<file path="config.mk">
export PLATFORM = sky130hd
export DESIGN_NAME = rds_block_sync_group_decoder
export DESIGN_NICKNAME = d
export VERILOG_FILES = /design/src/hdl/rdsbs_pkg.sv /design/src/hdl/rdsbs_text_mem.sv /design/src/hdl/rds_block_sync_group_decoder.sv
export SDC_FILE = /design/constraint.sdc
export NUM_CORES = 1
export LEC_CHECK = 0
export ABC_AREA = 1
export BUFFER_PORTS_ARGS = -buffer_cell sky130_fd_sc_hd__buf_4
export CORE_ASPECT_RATIO = 1.4
export CORE_UTILIZATION = 35
export DETAILED_ROUTE_END_ITERATION = 7
export PLACE_DENSITY = 0.64
export SETUP_SLACK_MARGIN = 0.1
export SYNTH_ARGS = -nofsm -noshare
export SYNTH_HDL_FRONTEND = slang
export SYNTH_SLANG_ARGS = --single-unit
</file>
<file path="constraint.sdc">
create_clock -name clk -period 4.6 [get_ports clk]
set_input_delay 1.15 -clock clk [delete_from_list [all_inputs] [get_ports clk]]
set_output_delay 1.15 -clock clk [all_outputs]
set_load 0.005 [all_outputs]
</file>
<file path="src/hdl/rdsbs_pkg.sv">
// shared types, constants and functions for the rds block sync and group decoder
package rdsbs_pkg;

    localparam logic [9:0] SYN_A  = 10'h3D8;
    localparam logic [9:0] SYN_B  = 10'h3D4;
    localparam logic [9:0] SYN_C  = 10'h25C;
    localparam logic [9:0] SYN_CP = 10'h3CC;
    localparam logic [9:0] SYN_D  = 10'h258;

    localparam logic [15:0] TIMEOUT_RESET = 16'd52000;
    localparam logic [3:0]  MAX_ERR_RESET = 4'd4;
    localparam logic [7:0]  SPACE_CHAR    = 8'h20;
    localparam int          BLOCK_BITS    = 26;
    localparam int          TEXT_DEPTH    = 64;

    typedef enum logic [1:0] {
        OP_FEED = 2'd0,
        OP_READ_PS = 2'd1,
        OP_READ_RT = 2'd2,
        OP_NONE = 2'd3
    } opcode_t;

    typedef enum logic [2:0] {
        OFS_NONE = 3'd0,
        OFS_A = 3'd1,
        OFS_B = 3'd2,
        OFS_C = 3'd3,
        OFS_CP = 3'd4,
        OFS_D = 3'd5
    } offset_t;

    typedef enum logic [1:0] {
        CFG_TIMEOUT = 2'd0,
        CFG_MAX_ERR = 2'd1
    } cfg_index_t;

    typedef enum logic [2:0] {
        ST_IDLE,
        ST_BIT,
        ST_PAIR_RD,
        ST_PAIR_WR,
        ST_CLEAR,
        ST_READ,
        ST_OUT
    } state_t;

    typedef struct packed {
        logic [1:0] opcode;
        logic       rx_bit;
        logic [5:0] char_index;
    } in_item_t;

    typedef struct packed {
        logic [15:0] pi_code;
        logic [4:0]  pty;
        logic        tp_flag;
        logic        ta_flag;
        logic        locked;
        logic        flip_parity;
        logic        group_done;
        logic [31:0] text_generation;
        logic [31:0] group_count;
        logic [7:0]  char_value;
    } out_item_t;

    typedef struct packed {
        logic       we;
        logic       ps_sel;
        logic [5:0] addr;
        logic [7:0] wdata;
    } mem_req_t;

    function automatic logic [9:0] check_row(input logic [4:0] r);
        logic [9:0] v;
        begin
            case (r)
                5'd0: v = 10'h200;  5'd1: v = 10'h100;  5'd2: v = 10'h080;
                5'd3: v = 10'h040;  5'd4: v = 10'h020;  5'd5: v = 10'h010;
                5'd6: v = 10'h008;  5'd7: v = 10'h004;  5'd8: v = 10'h002;
                5'd9: v = 10'h001;  5'd10: v = 10'h2DC; 5'd11: v = 10'h16E;
                5'd12: v = 10'h0B7; 5'd13: v = 10'h287; 5'd14: v = 10'h39F;
                5'd15: v = 10'h313; 5'd16: v = 10'h355; 5'd17: v = 10'h376;
                5'd18: v = 10'h1BB; 5'd19: v = 10'h201; 5'd20: v = 10'h3DC;
                5'd21: v = 10'h1EE; 5'd22: v = 10'h0F7; 5'd23: v = 10'h2A7;
                5'd24: v = 10'h38F; 5'd25: v = 10'h31B;
                default: v = 10'h000;
            endcase
            return v;
        end
    endfunction

    function automatic logic [9:0] syndrome(input logic [25:0] w);
        logic [9:0] s;
        begin
            s = '0;
            for (int k = 0; k < BLOCK_BITS; k++)
            begin
                if (w[k])
                    s = s ^ check_row(5'(25 - k));
            end
            return s;
        end
    endfunction

    function automatic offset_t offset_of(input logic [9:0] s);
        offset_t o;
        begin
            unique case (s)
                SYN_A: o = OFS_A;
                SYN_B: o = OFS_B;
                SYN_C: o = OFS_C;
                SYN_CP: o = OFS_CP;
                SYN_D: o = OFS_D;
                default: o = OFS_NONE;
            endcase
            return o;
        end
    endfunction

endpackage

</file>
<file path="src/hdl/rdsbs_text_mem.sv">
// character stores for service name and radiotext with registered read
module rdsbs_text_mem
    import rdsbs_pkg::*;
(
    input  logic       clk,
    input  mem_req_t   req,
    input  logic       re,
    output logic [7:0] rdata
);

    logic [7:0] ps_mem [8];
    logic [7:0] rt_mem [TEXT_DEPTH];
    logic [7:0] rdata_reg;

    always_ff @(posedge clk)
    begin
        if (req.we)
        begin
            if (req.ps_sel)
                ps_mem[req.addr[2:0]] <= req.wdata;
            else
                rt_mem[req.addr] <= req.wdata;
        end
        if (re)
        begin
            if (req.ps_sel)
                rdata_reg <= ps_mem[req.addr[2:0]];
            else
                rdata_reg <= rt_mem[req.addr];
        end
    end

    assign rdata = rdata_reg;

endmodule

</file>
<file path="src/hdl/rds_block_sync_group_decoder.sv">
// top level of the rds block synchronizer and group decoder
// usage:
//   in channel (in_valid/in_ready/in_data) carries one opcode per transfer:
//   feed a data bit, read a service name char or read a radiotext char
//   out channel (out_valid/out_ready/out_data) returns exactly one result
//   per input transfer, holding status after that item
//   cfg_we/cfg_index/cfg_data write the timeout and error limit registers
//   throughput: one item at a time; a plain bit or a read passes through
//   its bit or read state and then the output state, and the next item is
//   taken the cycle after the result transfer
//   a bit closing a group first runs a sequencer over the text store: up to
//   4 character read/write pairs, plus a clear of all 64 radiotext entries
//   when the a/b flag toggles
//   after reset a pass fills all 64 radiotext entries and then the 8
//   service name entries with spaces; no item is accepted meanwhile
//   the result sits in an output register; a stalled receiver holds the
//   block, the next item is taken once the result has been transferred
module rds_block_sync_group_decoder
    import rdsbs_pkg::*;
(
    input  logic      clk,
    input  logic      rst_n,
    input  logic      in_valid,
    output logic      in_ready,
    input  in_item_t  in_data,
    output logic      out_valid,
    input  logic      out_ready,
    output out_item_t out_data,
    input  logic      cfg_we,
    input  logic [1:0]  cfg_index,
    input  logic [15:0] cfg_data
);

    state_t state_reg, state_next;
    logic [15:0] timeout_reg;
    logic [3:0]  max_err_reg;
    logic [25:0] shift_reg;
    logic        sync_reg;
    logic [15:0] ucount_reg;
    logic        cand_reg;
    logic [4:0]  cwait_reg;
    logic [15:0] cword_reg;
    logic [4:0]  bib_reg;
    logic [1:0]  slot_reg;
    logic [3:0]  err_reg;
    logic [15:0] gw_reg [4];
    logic [15:0] pi_reg;
    logic [4:0]  pty_reg;
    logic        tp_reg, ta_reg, ab_seen_reg, ab_last_reg;
    logic [31:0] gen_reg, groups_reg;
    logic        flip_reg, done_reg;
    logic [7:0]  char_reg;
    in_item_t    item_reg;
    out_item_t   out_reg;
    logic        out_valid_reg;
    logic        init_reg;
    logic [6:0]  clr_reg;
    logic [2:0]  pair_reg, npairs_reg;
    logic        ps_sel_reg, pair_chg_reg;
    logic        hi_phase_reg;

    mem_req_t    req;
    logic        re;
    logic [7:0]  rdata;

    rdsbs_text_mem u_mem (.clk(clk), .req(req), .re(re), .rdata(rdata));

    // pair bookkeeping: address and data of current character
    logic [5:0]  pair_base;
    logic [15:0] pair_word;
    logic [5:0]  char_addr;
    logic [7:0]  char_data;
    logic [15:0] b_word;

    assign b_word = gw_reg[1];

    always_comb
    begin
        pair_base = '0;
        pair_word = gw_reg[3];
        if (ps_sel_reg)
            pair_base = {3'd0, b_word[1:0], 1'b0};
        else if (!b_word[11])
        begin
            pair_base = {b_word[3:0], pair_reg[0], 1'b0};
            pair_word = pair_reg[0] ? gw_reg[3] : gw_reg[2];
        end
        else
            pair_base = {1'b0, b_word[3:0], 1'b0};
        char_addr = pair_base | {5'd0, ~hi_phase_reg};
        char_data = hi_phase_reg ? pair_word[15:8] : pair_word[7:0];
    end

    // bit processing, computed combinationally in ST_BIT
    logic [25:0] sh_n;
    offset_t     ofs;
    always_comb
    begin
        sh_n = {shift_reg[24:0], item_reg.rx_bit};
        ofs = offset_of(syndrome(sh_n));
    end

    logic       done_seq_start;
    logic       ab_toggle;
    logic [2:0] npairs_start;
    always_comb
    begin
        done_seq_start = (item_reg.opcode == OP_FEED) && sync_reg && (bib_reg == 5'd25)
            && (slot_reg == 2'd3) && (ofs == OFS_D);
        ab_toggle = (b_word[15:12] == 4'd2) && ab_seen_reg && (b_word[4] != ab_last_reg);
        npairs_start = (b_word[15:12] == 4'd0) ? 3'd1
            : (b_word[15:12] == 4'd2) ? (b_word[11] ? 3'd1 : 3'd2) : 3'd0;
    end

    assign in_ready = (state_reg == ST_IDLE) && !init_reg && !out_valid_reg;

    logic accept;
    assign accept = in_valid && in_ready;

    always_comb
    begin
        state_next = state_reg;
        unique case (state_reg)
            ST_IDLE:
                if (accept)
                begin
                    if (in_data.opcode == OP_READ_PS || in_data.opcode == OP_READ_RT)
                        state_next = ST_READ;
                    else
                        state_next = ST_BIT;
                end
            ST_BIT:
                if (done_seq_start)
                begin
                    if (ab_toggle)
                        state_next = ST_CLEAR;
                    else if (npairs_start != 3'd0)
                        state_next = ST_PAIR_RD;
                    else
                        state_next = ST_OUT;
                end
                else
                    state_next = ST_OUT;
            ST_READ: state_next = ST_OUT;
            ST_CLEAR:
                if (clr_reg == 7'(TEXT_DEPTH - 1))
                    state_next = (npairs_reg != 3'd0) ? ST_PAIR_RD : ST_OUT;
            ST_PAIR_RD: state_next = ST_PAIR_WR;
            ST_PAIR_WR:
                if (!hi_phase_reg && pair_reg + 3'd1 >= npairs_reg)
                    state_next = ST_OUT;
                else
                    state_next = ST_PAIR_RD;
            ST_OUT: state_next = ST_IDLE;
            default: state_next = ST_IDLE;
        endcase
    end

    always_comb
    begin
        req = '0;
        re = 1'b0;
        if (init_reg)
        begin
            req.we = 1'b1;
            req.ps_sel = clr_reg[6];
            req.addr = clr_reg[5:0];
            req.wdata = SPACE_CHAR;
        end
        else
        begin
            unique case (state_reg)
                ST_IDLE:
                begin
                    re = accept;
                    req.ps_sel = (in_data.opcode == OP_READ_PS);
                    req.addr = in_data.char_index;
                end
                ST_CLEAR:
                begin
                    req.we = 1'b1;
                    req.addr = clr_reg[5:0];
                    req.wdata = SPACE_CHAR;
                end
                ST_PAIR_RD:
                begin
                    re = 1'b1;
                    req.ps_sel = ps_sel_reg;
                    req.addr = char_addr;
                end
                ST_PAIR_WR:
                begin
                    req.we = (rdata != char_data);
                    req.ps_sel = ps_sel_reg;
                    req.addr = char_addr;
                    req.wdata = char_data;
                end
                default: req = '0;
            endcase
        end
    end

    always_ff @(posedge clk or negedge rst_n)
    begin
        if (!rst_n)
        begin
            state_reg <= ST_IDLE;
            timeout_reg <= TIMEOUT_RESET;
            max_err_reg <= MAX_ERR_RESET;
            shift_reg <= '0;
            sync_reg <= 1'b0;
            ucount_reg <= '0;
            cand_reg <= 1'b0;
            cwait_reg <= '0;
            cword_reg <= '0;
            bib_reg <= '0;
            slot_reg <= '0;
            err_reg <= '0;
            for (int i = 0; i < 4; i++)
                gw_reg[i] <= '0;
            pi_reg <= '0;
            pty_reg <= '0;
            tp_reg <= 1'b0;
            ta_reg <= 1'b0;
            ab_seen_reg <= 1'b0;
            ab_last_reg <= 1'b0;
            gen_reg <= '0;
            groups_reg <= '0;
            flip_reg <= 1'b0;
            done_reg <= 1'b0;
            char_reg <= '0;
            item_reg <= '0;
            out_reg <= '0;
            out_valid_reg <= 1'b0;
            init_reg <= 1'b1;
            clr_reg <= '0;
            pair_reg <= '0;
            npairs_reg <= '0;
            ps_sel_reg <= 1'b0;
            pair_chg_reg <= 1'b0;
            hi_phase_reg <= 1'b1;
        end
        else
        begin
            state_reg <= state_next;
            if (cfg_we)
            begin
                if (cfg_index == CFG_TIMEOUT)
                    timeout_reg <= cfg_data;
                else if (cfg_index == CFG_MAX_ERR)
                    max_err_reg <= cfg_data[3:0];
            end
            if (out_valid_reg && out_ready)
                out_valid_reg <= 1'b0;
            if (init_reg)
            begin
                if (clr_reg == 7'd71)
                begin
                    init_reg <= 1'b0;
                    clr_reg <= '0;
                end
                else
                    clr_reg <= clr_reg + 7'd1;
            end
            unique case (state_reg)
                ST_IDLE:
                    if (accept)
                    begin
                        item_reg <= in_data;
                        flip_reg <= 1'b0;
                        done_reg <= 1'b0;
                        char_reg <= '0;
                    end
                ST_READ:
                    if (item_reg.opcode == OP_READ_RT
                        || (item_reg.opcode == OP_READ_PS && item_reg.char_index < 6'd8))
                        char_reg <= rdata;
                ST_BIT:
                    if (item_reg.opcode == OP_FEED)
                    begin : feed_blk
                        logic        cp, sy;
                        logic [15:0] uc;
                        logic [4:0]  cw;
                        logic [3:0]  er;
                        logic [1:0]  sl;
                        cp = cand_reg;
                        sy = sync_reg;
                        cw = cwait_reg;
                        shift_reg <= sh_n;
                        if (!sync_reg)
                        begin
                            uc = ucount_reg + 16'd1;
                            if (uc >= timeout_reg)
                            begin
                                uc = '0;
                                flip_reg <= 1'b1;
                                cp = 1'b0;
                            end
                            if (cp)
                            begin
                                cw = cw - 5'd1;
                                if (cw == 5'd0)
                                begin
                                    if (ofs == OFS_B)
                                    begin
                                        sy = 1'b1;
                                        gw_reg[0] <= cword_reg;
                                        gw_reg[1] <= sh_n[25:10];
                                        slot_reg <= 2'd2;
                                        err_reg <= '0;
                                        bib_reg <= '0;
                                        uc = '0;
                                    end
                                    cp = 1'b0;
                                end
                            end
                            if (!sy && !cp && ofs == OFS_A)
                            begin
                                cp = 1'b1;
                                cw = 5'd26;
                                cword_reg <= sh_n[25:10];
                            end
                            ucount_reg <= uc;
                            cand_reg <= cp;
                            cwait_reg <= cw;
                            sync_reg <= sy;
                        end
                        else if (bib_reg != 5'd25)
                            bib_reg <= bib_reg + 5'd1;
                        else
                        begin
                            bib_reg <= '0;
                            sl = slot_reg;
                            if ((sl == 2'd0 && ofs == OFS_A) || (sl == 2'd1 && ofs == OFS_B)
                                || (sl == 2'd2 && (ofs == OFS_C || ofs == OFS_CP))
                                || (sl == 2'd3 && ofs == OFS_D))
                            begin
                                gw_reg[sl] <= sh_n[25:10];
                                err_reg <= '0;
                                slot_reg <= sl + 2'd1;
                                if (sl == 2'd3)
                                begin
                                    done_reg <= 1'b1;
                                    pi_reg <= gw_reg[0];
                                    pty_reg <= b_word[9:5];
                                    tp_reg <= b_word[10];
                                    groups_reg <= groups_reg + 32'd1;
                                    pair_reg <= '0;
                                    hi_phase_reg <= 1'b1;
                                    pair_chg_reg <= 1'b0;
                                    clr_reg <= '0;
                                    ps_sel_reg <= (b_word[15:12] == 4'd0);
                                    npairs_reg <= npairs_start;
                                    if (ab_toggle)
                                        gen_reg <= gen_reg + 32'd1;
                                    if (b_word[15:12] == 4'd0)
                                        ta_reg <= b_word[4];
                                    else if (b_word[15:12] == 4'd2)
                                    begin
                                        ab_seen_reg <= 1'b1;
                                        ab_last_reg <= b_word[4];
                                    end
                                end
                            end
                            else
                            begin
                                er = (err_reg < 4'd15) ? err_reg + 4'd1 : err_reg;
                                err_reg <= er;
                                if (er >= max_err_reg)
                                begin
                                    sync_reg <= 1'b0;
                                    cand_reg <= 1'b0;
                                    slot_reg <= '0;
                                    ucount_reg <= '0;
                                end
                            end
                        end
                    end
                ST_CLEAR:
                    clr_reg <= clr_reg + 7'd1;
                ST_PAIR_WR:
                begin
                    hi_phase_reg <= ~hi_phase_reg;
                    if (!hi_phase_reg)
                    begin
                        pair_reg <= pair_reg + 3'd1;
                        pair_chg_reg <= 1'b0;
                        if (pair_chg_reg || rdata != char_data)
                            gen_reg <= gen_reg + 32'd1;
                    end
                    else
                        pair_chg_reg <= (rdata != char_data);
                end
                ST_OUT:
                begin
                    out_valid_reg <= 1'b1;
                    out_reg.pi_code <= pi_reg;
                    out_reg.pty <= pty_reg;
                    out_reg.tp_flag <= tp_reg;
                    out_reg.ta_flag <= ta_reg;
                    out_reg.locked <= sync_reg;
                    out_reg.flip_parity <= flip_reg;
                    out_reg.group_done <= done_reg;
                    out_reg.text_generation <= gen_reg;
                    out_reg.group_count <= groups_reg;
                    out_reg.char_value <= char_reg;
                end
                default: ;
            endcase
        end
    end

    assign out_valid = out_valid_reg;
    assign out_data = out_reg;

endmodule
</file>
-- Word level (Yosys, flattened, before mapping)
Memory sizes are Yosys's and may differ from the RTL's.
Cells that the tools add are included.
W data, S select, Z words.
- memory bits (writable): 576
- register bits: 394
- input port bits: 32
- memories: 2
- output and inout port bits: 100
- bitwise logic cells: 32
- $add $sub $neg: 9
- equality and inequality tests: 49
- order comparisons: 7
- mux-type cells: 196
- reductions and logical operators: 70
- memories (memory ; depth ; width ; read ports ; clocked after Yosys merged registers in ; write ports ; line ; RTL):
    u_mem.rt_mem ; 64 ; 8 ; 1 ; 0 ; 1 ; rdsbs_text_mem.sv:12 ; logic [7:0] rt_mem [TEXT_DEPTH];
    u_mem.ps_mem ; 8 ; 8 ; 1 ; 0 ; 1 ; rdsbs_text_mem.sv:11 ; logic [7:0] ps_mem [8];
- operators with widths (cell ; count):
    $mux W10 ; 51
    $mux W32 ; 12
    $xor A10 B10 Y10 ; 25
    $mux W16 ; 13
    $mux W64 ; 2
    $add A32 B1 Y32 const B ; 2
    $bwmux W64 ; 1
    $pmux W32 S2 ; 1
    $eq A10 B10 Y1 const B ; 5
    $mux W1 ; 50
    $mux W7 ; 7
    $mux W3 ; 14
    $mux W5 ; 7
    $reduce_and A7 Y1 ; 5
    $demux W16 S2 ; 1
    $mux W8 ; 4
    $pmux W8 S2 ; 2
    $ne A2 B2 Y1 const B ; 15
    $mux W4 ; 7
    $mux W2 ; 10
    $reduce_and A5 Y1 ; 4
    $logic_and A1 B1 Y1 ; 19
    $pmux W3 S6 ; 1
    $pmux W6 S3 ; 1
    other kinds (51) ; 104

-- Logic depth before layout (Yosys ltp)
- word-level depth: 65
- mapped depth: 25
- mapped depth without buffers: 24

-- Cells and area by module
Synthesis repeated with hierarchy kept, for this count alone.
- cells, all modules: 4934
- area, all modules: 44642.8 um^2
- modules (own cells, without submodules) (module ; cells an instance ; times used ; area each (um^2)):
    rdsbs_text_mem ; 2354 ; 1 ; 24597.3
    rds_block_sync_group_decoder ; 2580 ; 1 ; 20045.5

-- Least setup slack after synthesis
OpenSTA, ideal clock, no wires.
- kind: register to register
- from: reg pair_reg[0]
- to: mem u_mem.ps_mem[0][5], data pin
- path slack: 0.065 ns
- period minus slack after synthesis: 4.535 ns
- cell stages (with the launch flop): 7
- arrival time: 3.772 ns
- path buffers: 0
- required time: 3.837 ns
- path through: dfrtp_1 clkinv_1 nand2_2 nand2_1 nand3_1 nand2_1 o21ai_0
- RTL lines (what ; line ; RTL):
    start: declaration ; rds_block_sync_group_decoder.sv:58 ; logic [2:0] pair_reg, npairs_reg;
    start signal: assignment ; rds_block_sync_group_decoder.sv:386 ; pair_reg <= pair_reg + 3'd1;
    end: declaration ; rdsbs_text_mem.sv:11 ;

-- Worst setup path in the final report
- from: reg state_reg[0]
- to: reg u_mem.rdata_reg[3] (netlist: u_mem.rdata[3]), data pin
- longest elaborated chain between the ends: 6
- elaborated cells between the ends (all ways): 11
- those cells by class: eq/ne: 3; mux: 4; reduce/logical: 2; memory: 2
- RTL lines (what ; line ; RTL):
    start: declaration ; rds_block_sync_group_decoder.sv:34 ; state_t state_reg, state_next;
    start signal: assignment ; rds_block_sync_group_decoder.sv:245 ; state_reg <= state_next;
    $eq A3 B2 Y1 ; rds_block_sync_group_decoder.sv:172 ; unique case (state_reg)
    $reduce_or A2 Y1 (no source line) ; - ;
    $pmux W6 S3 ; rds_block_sync_group_decoder.sv:172 ;
    $mux W16 * ; rds_block_sync_group_decoder.sv:163 ; if (init_reg)
    $mem_v2 Z64 W8 / $mem_v2 Z8 W8 (equally long branches) ; - ;
    $mux W8 * ; rdsbs_text_mem.sv:26 ; if (req.ps_sel)
    end signal: assignment ; rdsbs_text_mem.sv:27 ; rdata_reg <= ps_mem[req.addr[2:0]];
    end signal: assignment ; rdsbs_text_mem.sv:29 ; rdata_reg <= rt_mem[req.addr];
    end: declaration ; rdsbs_text_mem.sv:13 ; logic [7:0] rdata_reg;
Mark *: on every way between the ends. The rest lies on a longest branch, timed or not.
A chain may end at the register's enable or synchronous reset.

==> run summary <==
The reg-to-reg startpoint is state_reg[0]$_DFFE_PN0P_. The die covers ~120000 µm². The detailed router placed approximately 30000 vias in this run. The summed instance area of the synthesized netlist is around 42000 µm². After the first detailed-routing iteration, the DRC count stood at 2449. The number of synthesized flops with an enable pin is around 600. The area of the core region is ~120000 µm². Dividing the detail-routed wire length by the instance count gives about 18 µm.

Synthesis produced a netlist whose cell count is around 4200. The number of failing hold endpoints at the final stage came to 0. The most critical setup path has its endpoint at u_mem.rdata[3]$_DFFE_PP_. The number of global-route vias before repair is 29981. The worst setup path is launched from a register.

The layout overhead on the synthesized area came out at 16.75%. The number of antenna-violating nets in the routed design came out at 0. Synthesis inferred between 900 and 1000 register bits.

The HPWL after detailed placement is approximately 74 mm. The most common cell in the netlist is sky130_fd_sc_hd__nand2_1. The register bank with the most flops is u_mem.rt_mem.

The width of the chip came out at between 200 and 300 µm. The critical path required time came out at ~5 ns. The post-layout worst setup margin is around 0.58 ns. The fraction of final layout cells sized beyond drive strength 1 is 0.1209.

The detailed-routing iteration count for the pre-antenna-repair pass came out at 5. The post-layout minimum cycle time is ~4 ns. The worst setup path is captured at a register. From bottom edge to top edge, the die measures between 400 and 500 µm. Data on the critical path arrives at its endpoint at about 4.5 ns. Counting the buffers created by CTS gives 88. The first-pass GRT wire length came out at between 150 and 200 mm. The unique cell type count in the Yosys netlist is between 50 and 60. The final layout contains routed wiring with a total length of around 110 mm. The longest clock path from root to sink contains 3 buffers. In this run the critical register-to-register path is captured at u_mem.rdata[3]$_DFFE_PP_. The number of levels in the clock H-tree came out at 3. The worst slew margin relative to its limit came out at 0.1662. Summed over all cells, the static leakage comes to between 15 and 20 nW. The row count came out at 150. The clock network latency to the later pin of the worst-skew pair came out at 0.70 ns. The effective utilization at floorplan is 0.3526. In this run the count of I/O pins placed on the die edge is around 130.

Yosys attributes the largest share of cell area to sky130_fd_sc_hd__edfxtp_1 42%, sky130_fd_sc_hd__dfrtp_1 22%, sky130_fd_sc_hd__nand2_1 12%, sky130_fd_sc_hd__o21ai_0 3.0%, sky130_fd_sc_hd__nand3_1 3.0%. The highest clock rate is around 0.25 GHz. The pin slew with the least headroom to its limit is 1.243 ns. The average size of a mapped cell is roughly 10 µm². The maximum number of pins on one net before global-route repair is 111. The number of flip-flops under the largest register name came out at between 500 and 600.

The largest area contributor in the synthesized netlist is sky130_fd_sc_hd__edfxtp_1. The critical path in this run is classified as reg2reg. The buffers inserted during post-CTS setup optimization came out at 0.

In the routed design, unresolved DRC markers number 0. The hold-fix buffer count after cts is 0. The overall overflow remaining after global route is 0. Sorting the synthesized cells by how often they occur yields 1379 x sky130_fd_sc_hd__nand2_1, 584 x sky130_fd_sc_hd__edfxtp_1, 373 x sky130_fd_sc_hd__dfrtp_1, 304 x sky130_fd_sc_hd__inv_1, 263 x sky130_fd_sc_hd__nor2_1. The number of clock sinks is between 900 and 1000.

The initial antenna violation count is 0. For the final routed database, the setup TNS stands at 0 ns. The number of gates resized after cts came out at 0. Max-cap violations in this run came to 0. The total of warnings raised by yosys came out at 0. In this run the clock root is driven by a sky130_fd_sc_hd__clkbuf_16. Of the available clock period, the critical path in the final layout requires 0.8731.

Setup repair after global routing left no endpoint under its margin. The overall track demand over capacity in global routing is 0.1853. Of the post-synthesis cell area, the dominant cell type holds 0.4173. The flow ran to the end, and the final reports show no timing, DRC or antenna violations. The weighted congestion at the end of routability-driven global placement came out at 0.9004. The number of max-slew violations in the final report came out at 0.

The number of diodes is 0. After clock tree synthesis, the clock-pin slew on the worst setup and hold paths is roughly 0.070 ns. In the synthesized netlist the async set-or-reset flop fraction comes to 0.3954. The worst min-delay path category is reg2reg. The final layout contains between 4000 and 5000 nets.

The total of buffers placed on input and output ports is 131. The power per cell area came out at roughly 350 nW/µm². At the placement stage, the worst setup path has a slack of ~0.54 ns. The flop-to-flop setup slack came out at 0.58 ns. Counting cells, the worst reg-to-reg path comes to 19. Tracing the worst setup path back leads to its startpoint at state_reg[0]$_DFFE_PN0P_. The setup clock skew after layout is 0.04072 ns. The total nets after synthesis is 4258.

The maximum fanout along the worst path came out at 27. The worst vdd rail ir drop is 308.8 µV. Among all flip-flop cells after synthesis, the most frequent one is sky130_fd_sc_hd__edfxtp_1. TritonCTS built the clock tree. Dividing the detail-routed via count by the number of cells gives 4.974. For this run, the register share of the synthesized area comes to 0.6450.

Setup violations remaining at the end of the flow were counted as 0.
-- per-stage QoR --
step	util	power (mW)	hold WS [ns]	instance area [µm²]	instances
detailed placement	0.3852	9.532	0.4472	45910	5925
global route	0.4117	17.74	0.4981	49070	6087
finish	0.4117	17.25	0.4630	49070	6087
global placement	0.3852	9.528	0.4494	45910	5925
CTS	0.4116	17.40	0.4673	49050	6087
floorplan	-	9.403	0.4279	42030	4187
-- placed cells by master, fill, tap and decap left out, types with 5 or more instances in the layout --
| master | netlist | routed |
|---|---|---|
| sky130_fd_sc_hd__edfxtp_1 | 584 | 584 |
| sky130_fd_sc_hd__nor2_4 | 4 | 12 |
| sky130_fd_sc_hd__o21ai_1 | 53 | 53 |
| sky130_fd_sc_hd__ha_1 | 39 | 39 |
| sky130_fd_sc_hd__clkinvlp_4 | 0 | 6 |
| sky130_fd_sc_hd__mux2_2 | 24 | 24 |
| sky130_fd_sc_hd__xnor2_1 | 25 | 25 |
| sky130_fd_sc_hd__a22oi_1 | 5 | 5 |
| sky130_fd_sc_hd__nand3b_1 | 8 | 8 |
| sky130_fd_sc_hd__nor2_1 | 263 | 253 |
| sky130_fd_sc_hd__buf_4 | 8 | 277 |
| sky130_fd_sc_hd__nand3_1 | 248 | 247 |
| sky130_fd_sc_hd__nand2_2 | 5 | 5 |
| sky130_fd_sc_hd__clkinv_1 | 4 | 11 |
| sky130_fd_sc_hd__a221oi_1 | 10 | 10 |
| sky130_fd_sc_hd__nor4_1 | 19 | 19 |
| sky130_fd_sc_hd__bufinv_16 | 0 | 15 |
| sky130_fd_sc_hd__buf_12 | 0 | 19 |
| sky130_fd_sc_hd__xor2_1 | 82 | 82 |
| sky130_fd_sc_hd__clkbuf_16 | 0 | 89 |
| sky130_fd_sc_hd__nand4_1 | 144 | 144 |
| sky130_fd_sc_hd__o211ai_1 | 5 | 5 |
| sky130_fd_sc_hd__dfstp_2 | 9 | 9 |
| sky130_fd_sc_hd__a21oi_1 | 62 | 62 |
| sky130_fd_sc_hd__a22o_1 | 6 | 6 |
| sky130_fd_sc_hd__inv_2 | 26 | 25 |
| sky130_fd_sc_hd__nor3_1 | 53 | 52 |
| sky130_fd_sc_hd__nand2_1 | 1379 | 1379 |
| sky130_fd_sc_hd__inv_6 | 0 | 5 |
| sky130_fd_sc_hd__o2111ai_1 | 7 | 7 |
| sky130_fd_sc_hd__clkbuf_1 | 89 | 12 |
| sky130_fd_sc_hd__inv_1 | 304 | 304 |
| sky130_fd_sc_hd__o21ai_0 | 250 | 249 |
| sky130_fd_sc_hd__clkinv_16 | 0 | 5 |
| sky130_fd_sc_hd__dfrtp_1 | 373 | 373 |
| sky130_fd_sc_hd__clkinv_2 | 0 | 20 |
-- worst max-delay path, cell delays in order (launching register included) --
cell and delay (ns):
sky130_fd_sc_hd__dfrtp_1 0.42, sky130_fd_sc_hd__inv_1 0.18, sky130_fd_sc_hd__nand2_1 0.14, sky130_fd_sc_hd__nor2_2 0.52
sky130_fd_sc_hd__nand2_1 0.13, sky130_fd_sc_hd__o211ai_1 0.14, sky130_fd_sc_hd__nand2_1 0.09, sky130_fd_sc_hd__nand2_2 0.18
sky130_fd_sc_hd__inv_2 0.09, sky130_fd_sc_hd__nand3_1 0.18, sky130_fd_sc_hd__inv_2 0.26, sky130_fd_sc_hd__buf_12 0.25
sky130_fd_sc_hd__nand2_1 0.08, sky130_fd_sc_hd__nand4_1 0.20, sky130_fd_sc_hd__o21ai_0 0.37, sky130_fd_sc_hd__nand4_1 0.21
sky130_fd_sc_hd__nor2_1 0.18, sky130_fd_sc_hd__nand2_1 0.07, sky130_fd_sc_hd__nand2_1 0.06, sky130_fd_sc_hd__inv_1 0.04
-- metal layers --
layer	track usage	vias to the layer above	wire length [µm]
met5	0	-	0
met4	0.08253	0	4496
met3	0.02350	185	5860
met2	0.3345	925	57610
met1	0.2181	14665	44170
li1	-	14504	-
-- power by group --
part | leakage, nW | switching (mW) | internal [mW] | total (mW)
Combinational | 8.37 | 0.123 | 0.0581 | 0.182
Sequential | 9.93 | 0.0104 | 9.15 | 9.16
Clock | 1.51 | 3.41 | 4.50 | 7.90
Total | 19.8 | 3.54 | 13.7 | 17.2
-- kinds of logic after synthesis --
logic type,count (synthesis),share of synthesized area
AO/OA/AOI/OAI,419,0.05418
XOR/XNOR,107,0.02230
adder cells (fa/ha/maj),39,0.01161
buffers and inverters,490,0.04644
flip-flops,966,0.6450
multiplexers,24,0.006431
AND/OR/NAND/NOR,2142,0.2140
-- area by class of cell --
cell class                      count  area [µm²]
Timing Repair Buffer              297        2475
Tap cell                         1596        1997
Inverter                          335        1261
Clock buffer                      103        2300
Clock inverter                     59       835.8
Sequential cell                   966       27110
Fill cell                       11403       70110
Multi-Input combinational cell   2731       13090
-- worst min-delay path by stage --
stage                              from                        to  cells after the start
4_1_cts         ab_seen_reg$_DFFE_PN0P_   ab_seen_reg$_DFFE_PN0P_                      2
6_report        ab_seen_reg$_DFFE_PN0P_   ab_seen_reg$_DFFE_PN0P_                      2
3_3_place_gp    ab_seen_reg$_DFFE_PN0P_   ab_seen_reg$_DFFE_PN0P_                      2
2_1_floorplan   ab_seen_reg$_DFFE_PN0P_   ab_seen_reg$_DFFE_PN0P_                      2
5_1_grt        out_data[90]$_DFFE_PN0P_  out_data[90]$_DFFE_PN0P_                      2
3_5_place_dp    ab_seen_reg$_DFFE_PN0P_   ab_seen_reg$_DFFE_PN0P_                      2
Note: power is estimated with default switching activity, not from simulation.
